`src/rtl/core/plt_pkg.sv`:
```
// ---------------------------------------------------------------------------
// plt_pkg: shared types for the positional list table
// Command codes, per-cell control word and the request/response payloads.
// ---------------------------------------------------------------------------
`default_nettype none

package plt_pkg;

  // Command codes carried in the request
  typedef enum logic [1:0] {
    CMD_INSERT    = 2'd0,
    CMD_REMOVE    = 2'd1,
    CMD_READ      = 2'd2,
    CMD_OVERWRITE = 2'd3
  } cmd_e;

  // Action broadcast to every cell of the chain
  typedef enum logic [1:0] {
    ACT_HOLD   = 2'd0,
    ACT_INSERT = 2'd1,
    ACT_REMOVE = 2'd2,
    ACT_WRITE  = 2'd3
  } cell_act_e;

  // Broadcast control: action, 0-based target index and new value
  typedef struct packed {
    cell_act_e    act;
    logic [7:0]   idx;
    logic signed [31:0] value;
  } cell_ctrl_t;

  // Request payload
  typedef struct packed {
    logic [1:0]         cmd;
    logic [7:0]         position;
    logic signed [31:0] new_value;
  } plt_req_t;

  // Response payload
  typedef struct packed {
    logic signed [31:0] read_value;
    logic               failed;
    logic [4:0]         element_count;
    logic               is_empty;
  } plt_rsp_t;

  localparam logic signed [31:0] ReadFailValue = -32'sd1;

endpackage

`default_nettype wire

```
`src/rtl/core/plt_cell.sv`:
```
// ---------------------------------------------------------------------------
// plt_cell: one storage cell of the list chain
// Holds one entry; loads the new value, or takes the entry of its left or
// right neighbor, depending on the broadcast action and its own index.
// ---------------------------------------------------------------------------
`default_nettype none

module plt_cell import plt_pkg::*; #(
  parameter int CellIndex = 0
) (
  input  wire logic               clk_i,
  input  wire cell_ctrl_t         ctrl_i,
  input  wire logic signed [31:0] left_i,
  input  wire logic signed [31:0] right_i,
  output logic signed [31:0]      entry_o
);

  localparam logic [7:0] MyIdx = 8'(CellIndex);

  logic signed [31:0] entry_d, entry_q;

  // Next entry: shift in from a neighbor or load the new value
  always_comb begin
    entry_d = entry_q;
    case (ctrl_i.act)
      ACT_INSERT: begin
        if (MyIdx == ctrl_i.idx) begin
          entry_d = ctrl_i.value;
        end else if (MyIdx > ctrl_i.idx) begin
          entry_d = left_i;
        end
      end
      ACT_REMOVE: begin
        if (MyIdx >= ctrl_i.idx) begin
          entry_d = right_i;
        end
      end
      ACT_WRITE: begin
        if (MyIdx == ctrl_i.idx) begin
          entry_d = ctrl_i.value;
        end
      end
      default: entry_d = entry_q;
    endcase
  end

  // Payload register, no reset
  always_ff @(posedge clk_i) begin
    entry_q <= entry_d;
  end

  assign entry_o = entry_q;

endmodule

`default_nettype wire

```
`src/rtl/core/positional_list_table.sv`:
```
// ---------------------------------------------------------------------------
// positional_list_table: bounded ordered list addressed by 1-based position
// A chain of cells holds the entries; insert and remove shift all later
// cells at once, so every command is accepted without a busy state.
// ---------------------------------------------------------------------------
//
//  Channel   | Handshake              | Payload
//  ----------+------------------------+----------------------------
//  request   | start_i, busy_o        | req_i  (cmd, position, new_value)
//  response  | done_o (one-cycle)     | rsp_o  (read_value, failed,
//            |                        |         element_count, is_empty)
//
//  A command is taken at every edge with start_i high; busy_o stays low.
//  Its response appears in the following cycle for exactly one cycle with done_o.
//  One command per cycle: the cell chain shifts in the accept cycle.
//  Reset clears the element count; cell contents are undefined until written.
//  The receiver cannot stall; nothing is held back.
// ---------------------------------------------------------------------------
`default_nettype none

module positional_list_table import plt_pkg::*; #(
  parameter int CAPACITY = 16
) (
  input  wire logic     clk_i,
  input  wire logic     rst_ni,
  input  wire logic     start_i,
  output logic          busy_o,
  input  wire plt_req_t req_i,
  output logic          done_o,
  output plt_rsp_t      rsp_o
);

  localparam int CntW = $clog2(CAPACITY + 1);
  localparam int IdxW = $clog2(CAPACITY);
  localparam logic [8:0] CapVal = 9'(CAPACITY);

  logic [CntW-1:0]    count_d, count_q;
  logic               done_d, done_q;
  plt_rsp_t           rsp_d, rsp_q;
  cell_ctrl_t         ctrl;
  logic signed [31:0] entries [CAPACITY];
  logic [8:0]         cnt9, pos9;
  logic [7:0]         idx;
  logic               in_range, ins_ok;

  assign busy_o = 1'b0;

  // Position checks against the current count
  assign cnt9     = 9'(count_q);
  assign pos9     = {1'b0, req_i.position};
  assign idx      = req_i.position - 8'd1;
  assign in_range = (pos9 != 9'd0) && (pos9 <= cnt9);
  assign ins_ok   = (pos9 != 9'd0) && (pos9 <= cnt9 + 9'd1) && (cnt9 < CapVal);

  // Command decode: cell action, new count and response
  always_comb begin
    ctrl.act   = ACT_HOLD;
    ctrl.idx   = idx;
    ctrl.value = req_i.new_value;
    count_d    = count_q;
    rsp_d.read_value = '0;
    rsp_d.failed     = 1'b0;
    if (start_i) begin
      case (req_i.cmd)
        CMD_INSERT: begin
          if (ins_ok) begin
            ctrl.act = ACT_INSERT;
            count_d  = count_q + CntW'(1);
          end else begin
            rsp_d.failed = 1'b1;
          end
        end
        CMD_REMOVE: begin
          if (in_range) begin
            ctrl.act = ACT_REMOVE;
            count_d  = count_q - CntW'(1);
          end else begin
            rsp_d.failed = 1'b1;
          end
        end
        CMD_READ: begin
          if (in_range) begin
            rsp_d.read_value = entries[idx[IdxW-1:0]];
          end else begin
            rsp_d.failed     = 1'b1;
            rsp_d.read_value = ReadFailValue;
          end
        end
        CMD_OVERWRITE: begin
          if (in_range) begin
            ctrl.act = ACT_WRITE;
          end else begin
            rsp_d.failed = 1'b1;
          end
        end
        default: rsp_d.failed = 1'b1;
      endcase
    end
    rsp_d.element_count = 5'(count_d);
    rsp_d.is_empty      = (count_d == '0);
    done_d              = start_i;
  end

  // Cell chain; each cell sees both neighbors
  for (genvar g = 0; g < CAPACITY; g++) begin : g_cell
    logic signed [31:0] left_w, right_w;
    if (g == 0) begin : g_first
      assign left_w = '0;
    end else begin : g_mid_l
      assign left_w = entries[g-1];
    end
    if (g == CAPACITY - 1) begin : g_last
      assign right_w = '0;
    end else begin : g_mid_r
      assign right_w = entries[g+1];
    end
    plt_cell #(
      .CellIndex(g)
    ) u_cell (
      .clk_i   (clk_i),
      .ctrl_i  (ctrl),
      .left_i  (left_w),
      .right_i (right_w),
      .entry_o (entries[g])
    );
  end

  // Control state
  always_ff @(posedge clk_i or negedge rst_ni) begin
    if (!rst_ni) begin
      count_q <= '0;
      done_q  <= 1'b0;
    end else begin
      count_q <= count_d;
      done_q  <= done_d;
    end
  end

  // Response register
  always_ff @(posedge clk_i) begin
    rsp_q <= rsp_d;
  end

  assign done_o = done_q;
  assign rsp_o  = rsp_q;

endmodule

`default_nettype wire
```
`config.mk`:
```
export PLATFORM = sky130hd
export DESIGN_NAME = positional_list_table
export DESIGN_NICKNAME = d
export VERILOG_FILES = /design/src/rtl/core/plt_pkg.sv /design/src/rtl/core/plt_cell.sv /design/src/rtl/core/positional_list_table.sv
export SDC_FILE = /design/constraint.sdc
export NUM_CORES = 2
export LEC_CHECK = 0
export BUFFER_PORTS_ARGS = -buffer_cell sky130_fd_sc_hd__buf_4
export CAP_MARGIN = 5
export CORE_MARGIN = 4
export CORE_UTILIZATION = 40
export CTS_CLUSTER_SIZE = 10
export DETAILED_ROUTE_END_ITERATION = 8
export PLACE_DENSITY = 0.64
export SYNTH_ARGS = -nofsm -noshare
export SYNTH_HDL_FRONTEND = slang
export SYNTH_SLANG_ARGS = --single-unit
export TNS_END_PERCENT = 50
```
`constraint.sdc`:
```
create_clock -name clk_i -period 12.3 [get_ports clk_i]
set_clock_uncertainty 0.15 [all_clocks]
set_input_delay 1.23 -clock clk_i [delete_from_list [all_inputs] [get_ports clk_i]]
set_output_delay 1.23 -clock clk_i [all_outputs]
set_load 0.02 [all_outputs]
```
==> flow_summary.rst <==
.. list-table::
   :header-rows: 1

   * - Metric
     - Value
   * - CTS H-Tree Depth
     - 3
   * - Ys async rst share
     - 0.01077
   * - Highest clock frequency the design can meet
     - around 190 MHz
   * - RSZ-0062 raised after global routing
     - false
   * - Mean number of vias per cell
     - 6.706
   * - Clock-pin transition on the worst setup and hold timing paths
     - 0.07 ns
   * - Path type of the worst setup path
     - input port to flop
   * - Filler instances
     - between 6000 and 7000
   * - Data arrival at the endpoint of the critical path
     - 5.62 ns
   * - Area enclosed by the die boundary
     - 79350 sq um
   * - Final setup TNS
     - 0 ns
   * - Total wire length
     - 107.8 mm
   * - Buffer cell driving the clock tree root
     - sky130_fd_sc_hd__clkbuf_16
   * - Global-route wire length before repair
     - 157.7 mm
   * - Cell Rows
     - 100
   * - Biggest fanout along the worst timing path
     - 98
   * - Minimum clock period
     - approximately 5.3 ns
   * - Critical path data required time
     - 12.60 ns
   * - Starting DRC count in detailed routing
     - approximately 3700
   * - Register bit count reported by yosys
     - 557
   * - Total setup violations reported at the end of the flow
     - 0
   * - Sequential share of power
     - 0.478
   * - Pint
     - 3.270 mW
   * - Setup ws final
     - between 6 and 7 ns
   * - DRC viols
     - 0
   * - Critical path startpoint category
     - input port
   * - CTS Buf Count
     - 67
   * - Worst hold slack
     - 0.2620 ns
   * - Clk sinks
     - 557
   * - Maximum buffer depth of the clock tree
     - 3
   * - Synthesized area
     - between 20000 and 30000 sq um
   * - Gate Count Post-Synth
     - ~2700
   * - Antenna Violating Nets Remaining
     - 0
   * - Via count of the first global-routing pass
     - ~24000
   * - Setup crit end kind
     - flop
   * - Layout area overhead
     - 12.23%
   * - Final GP Congestion
     - about 0.86
   * - Leakage power figure
     - 11.43 nW
   * - Effective utilization at floorplan
     - 0.4031
   * - Sequential cell area fraction in the yosys report
     - 0.5442
   * - Die height
     - 281.7 microns
   * - Power share of the clock group
     - 0.428
   * - Max-cap violation count
     - 0
   * - Final total power
     - 4.328 mW
   * - TritonCTS clock tree
     - done
   * - Average wire length per cell after detail routing
     - roughly 29 microns
   * - Switching part of the total power
     - 0.2445
   * - Hold/Removal Path Class
     - input port to async pin
   * - Crit share post-route
     - 0.4329
   * - Net count after synthesis
     - 2801
   * - Share of cells above drive strength 1
     - 0.1631
   * - Logic gate share of total power
     - 0.094
   * - Clock insertion delay at the later pin of the skew report
     - 0.61 ns
   * - Power density over cell area
     - 128.7 nW/um^2
   * - Slew @ Worst Pin
     - 1.306 ns
   * - YS warnings
     - 0
   * - Hold bufs inserted after CTS
     - 0
   * - First-pass detailed-route iteration total
     - 6
   * - Mean cell area of the mapped netlist
     - between 10 and 15 sq um
   * - Vias after detailed routing
     - 24700
   * - Max-slew violations
     - 0
   * - Largest net degree at the start of global routing
     - 137
   * - Top-level I/O count
     - 86
   * - Worst slack at placement
     - 6.559 ns
   * - Placed wire-length estimate after detailed placement
     - ~55 mm
   * - Count of input and output buffers
     - 84
   * - Outcome
     - finished, final reports clean
   * - Antenna violations before repair
     - 4
   * - Worst max-slew margin expressed relative to the limit
     - 0.1296
   * - Post-layout net count
     - 2724
   * - Number of flops mapped to enable cells by yosys
     - a little over 500
   * - Highest ir drop seen on vdd
     - 82.96 uV
   * - Dominant register cell in the synthesized netlist
     - sky130_fd_sc_hd__edfxtp_1
   * - Core region area
     - 74320 sq um
   * - Number of unique standard cell types used by synthesis
     - 62
   * - Sw Pwr
     - 1.058 mW
   * - Sum of overflow across all layers after global routing
     - 0
   * - Global-route usage over all layers
     - 0.2646
   * - Final Hold Violating Endpoints
     - 0
   * - Gates resized, CTS repair
     - 0
   * - DIE WIDTH
     - ~280 microns
   * - Number of buffers added for setup after CTS
     - 0
==> power groups by stage <==
stage | Clock (mW) | Sequential [mW] | Combinational (mW)
6_report | 1.85 | 2.07 | 0.406
4_1_cts | 1.87 | 2.07 | 0.399
3_3_place_gp | 0 | 2.11 | 0.391
5_1_grt | 1.95 | 2.07 | 0.426
3_5_place_dp | 0 | 2.11 | 0.397
2_1_floorplan | 0 | 2.12 | 0.258
==> synthesized netlist by cell type, types with 6 or more instances <==
cell,count,share of area
sky130_fd_sc_hd__inv_1,44,0.0055
sky130_fd_sc_hd__nand2_1,88,0.011
sky130_fd_sc_hd__mux4_2,160,0.12
sky130_fd_sc_hd__clkbuf_1,197,0.025
sky130_fd_sc_hd__o32ai_1,128,0.037
sky130_fd_sc_hd__a31oi_1,18,0.0038
sky130_fd_sc_hd__a21oi_1,83,0.014
sky130_fd_sc_hd__nor2_1,862,0.11
sky130_fd_sc_hd__a22o_1,32,0.0094
sky130_fd_sc_hd__dfrtp_1,6,0.0050
sky130_fd_sc_hd__nand2b_1,7,0.0015
sky130_fd_sc_hd__xnor2_1,7,0.0020
sky130_fd_sc_hd__nor3_1,6,0.0010
sky130_fd_sc_hd__buf_1,50,0.0063
sky130_fd_sc_hd__o21a_1,33,0.0083
sky130_fd_sc_hd__nand3_1,10,0.0017
sky130_fd_sc_hd__a21o_1,9,0.0023
sky130_fd_sc_hd__buf_2,40,0.0067
sky130_fd_sc_hd__o22ai_1,320,0.067
sky130_fd_sc_hd__o21ai_1,6,0.0010
sky130_fd_sc_hd__ha_1,17,0.0071
sky130_fd_sc_hd__nand4_1,6,0.0013
sky130_fd_sc_hd__dfxtp_1,39,0.026
sky130_fd_sc_hd__edfxtp_1,512,0.51
==> final timing paths <==
path,to,from,slack [ns],cells past startpoint
max reg2reg,g_cell[1].u_cell.entry_o[12]$_DFFE_PP_,count_q[2]$_DFF_PN0_,7.11,12
max in group asynchronous,count_q[2]$_DFF_PN0_,rst_ni,11.61,1
max,g_cell[13].u_cell.entry_o[0]$_DFFE_PP_,req_i[32],6.98,12
min reg2reg,g_cell[15].u_cell.entry_o[7]$_DFFE_PP_,g_cell[14].u_cell.entry_o[7]$_DFFE_PP_,0.45,1
min,count_q[0]$_DFF_PN0_,rst_ni,0.26,1
min in group clk_i,g_cell[15].u_cell.entry_o[7]$_DFFE_PP_,g_cell[14].u_cell.entry_o[7]$_DFFE_PP_,0.45,1
==> critical path: stages <==
cell	delay, ns
sky130_fd_sc_hd__buf_6	0.21
sky130_fd_sc_hd__inv_1	0.19
sky130_fd_sc_hd__ha_1	0.24
sky130_fd_sc_hd__nand2b_1	0.13
sky130_fd_sc_hd__a21oi_1	0.24
sky130_fd_sc_hd__o21a_1	0.37
sky130_fd_sc_hd__nor2_1	0.18
sky130_fd_sc_hd__nand2_4	0.49
sky130_fd_sc_hd__buf_4	0.83
sky130_fd_sc_hd__buf_4	0.95
sky130_fd_sc_hd__o32ai_1	0.22
sky130_fd_sc_hd__a21oi_1	0.17
==> kinds of logic after synthesis <==
| logic type | Yosys count | synth area share |
|---|---|---|
| adder cells (fa/ha/maj) | 17 | 0.007099 |
| flip-flops | 557 | 0.5442 |
| AND/OR/NAND/NOR | 1008 | 0.1320 |
| XOR/XNOR | 8 | 0.002339 |
| other | 1 | 0.0001252 |
| AO/OA/AOI/OAI | 655 | 0.1502 |
| multiplexers | 161 | 0.1206 |
| buffers and inverters | 332 | 0.04339 |
==> cell type report <==
| cell class | count | area, sq um | area share |
|---|---|---|---|
| Antenna cell | 5 | 12.51 | 0.0003721 |
| Clock buffer | 110 | 1891 | 0.05622 |
| Clock inverter | 7 | 68.82 | 0.002046 |
| Inverter | 44 | 165.2 | 0.004911 |
| Multi-Input combinational cell | 1850 | 12880 | 0.3829 |
| Sequential cell | 557 | 16310 | 0.4849 |
| Tap cell | 969 | 1212 | 0.03605 |
| Timing Repair Buffer | 142 | 1095 | 0.03256 |
==> cells in the final DEF (no fill, tap or decap), types with 5 or more instances in the layout <==
cell type / n
sky130_fd_sc_hd__dfxtp_1: 39
sky130_fd_sc_hd__nand2_1: 86
sky130_fd_sc_hd__nor3_2: 6
sky130_fd_sc_hd__o21a_1: 33
sky130_fd_sc_hd__nor2_1: 857
sky130_fd_sc_hd__inv_1: 44
sky130_fd_sc_hd__diode_2: 5
sky130_fd_sc_hd__ha_1: 16
sky130_fd_sc_hd__a21oi_1: 75
sky130_fd_sc_hd__and2_1: 5
sky130_fd_sc_hd__xnor2_1: 5
sky130_fd_sc_hd__nand4_1: 6
sky130_fd_sc_hd__a22o_1: 32
sky130_fd_sc_hd__a31oi_4: 14
sky130_fd_sc_hd__a21oi_4: 8
sky130_fd_sc_hd__inv_6: 5
sky130_fd_sc_hd__a21o_2: 7
sky130_fd_sc_hd__nor2_4: 5
sky130_fd_sc_hd__nand2b_1: 7
sky130_fd_sc_hd__edfxtp_1: 512
sky130_fd_sc_hd__dfrtp_1: 6
sky130_fd_sc_hd__o22ai_1: 320
sky130_fd_sc_hd__clkbuf_16: 69
sky130_fd_sc_hd__clkbuf_1: 40
sky130_fd_sc_hd__nand3_1: 10
sky130_fd_sc_hd__o32ai_1: 128
sky130_fd_sc_hd__mux4_2: 160
sky130_fd_sc_hd__buf_4: 139
==> metrics by stage <==
step,std cells,util,area [sq um]
finish,3684,0.4525,33630
detailed placement,3562,0.4259,31660
floorplan,2739,-,29960
global route,3679,0.4523,33610
CTS,3679,0.4523,33610
global placement,3562,0.4259,31660
==> flip-flops by register name, indices dropped and copies added (netlist names) <==
signal and flops:
count_q 5, rsp_o 39, g_cell.u_cell.entry_o 512, done_o 1
==> metal layers <==
metal,track usage,vias to the layer above,routed length (microns)
li1,-,10240,-
met1,0.3369,12010,38080
met2,0.4212,2063,49680
met3,0.07212,386,14610
met4,0.1282,4,5350
met5,0,-,28
No activity file was read; power rests on OpenSTA's default activity.
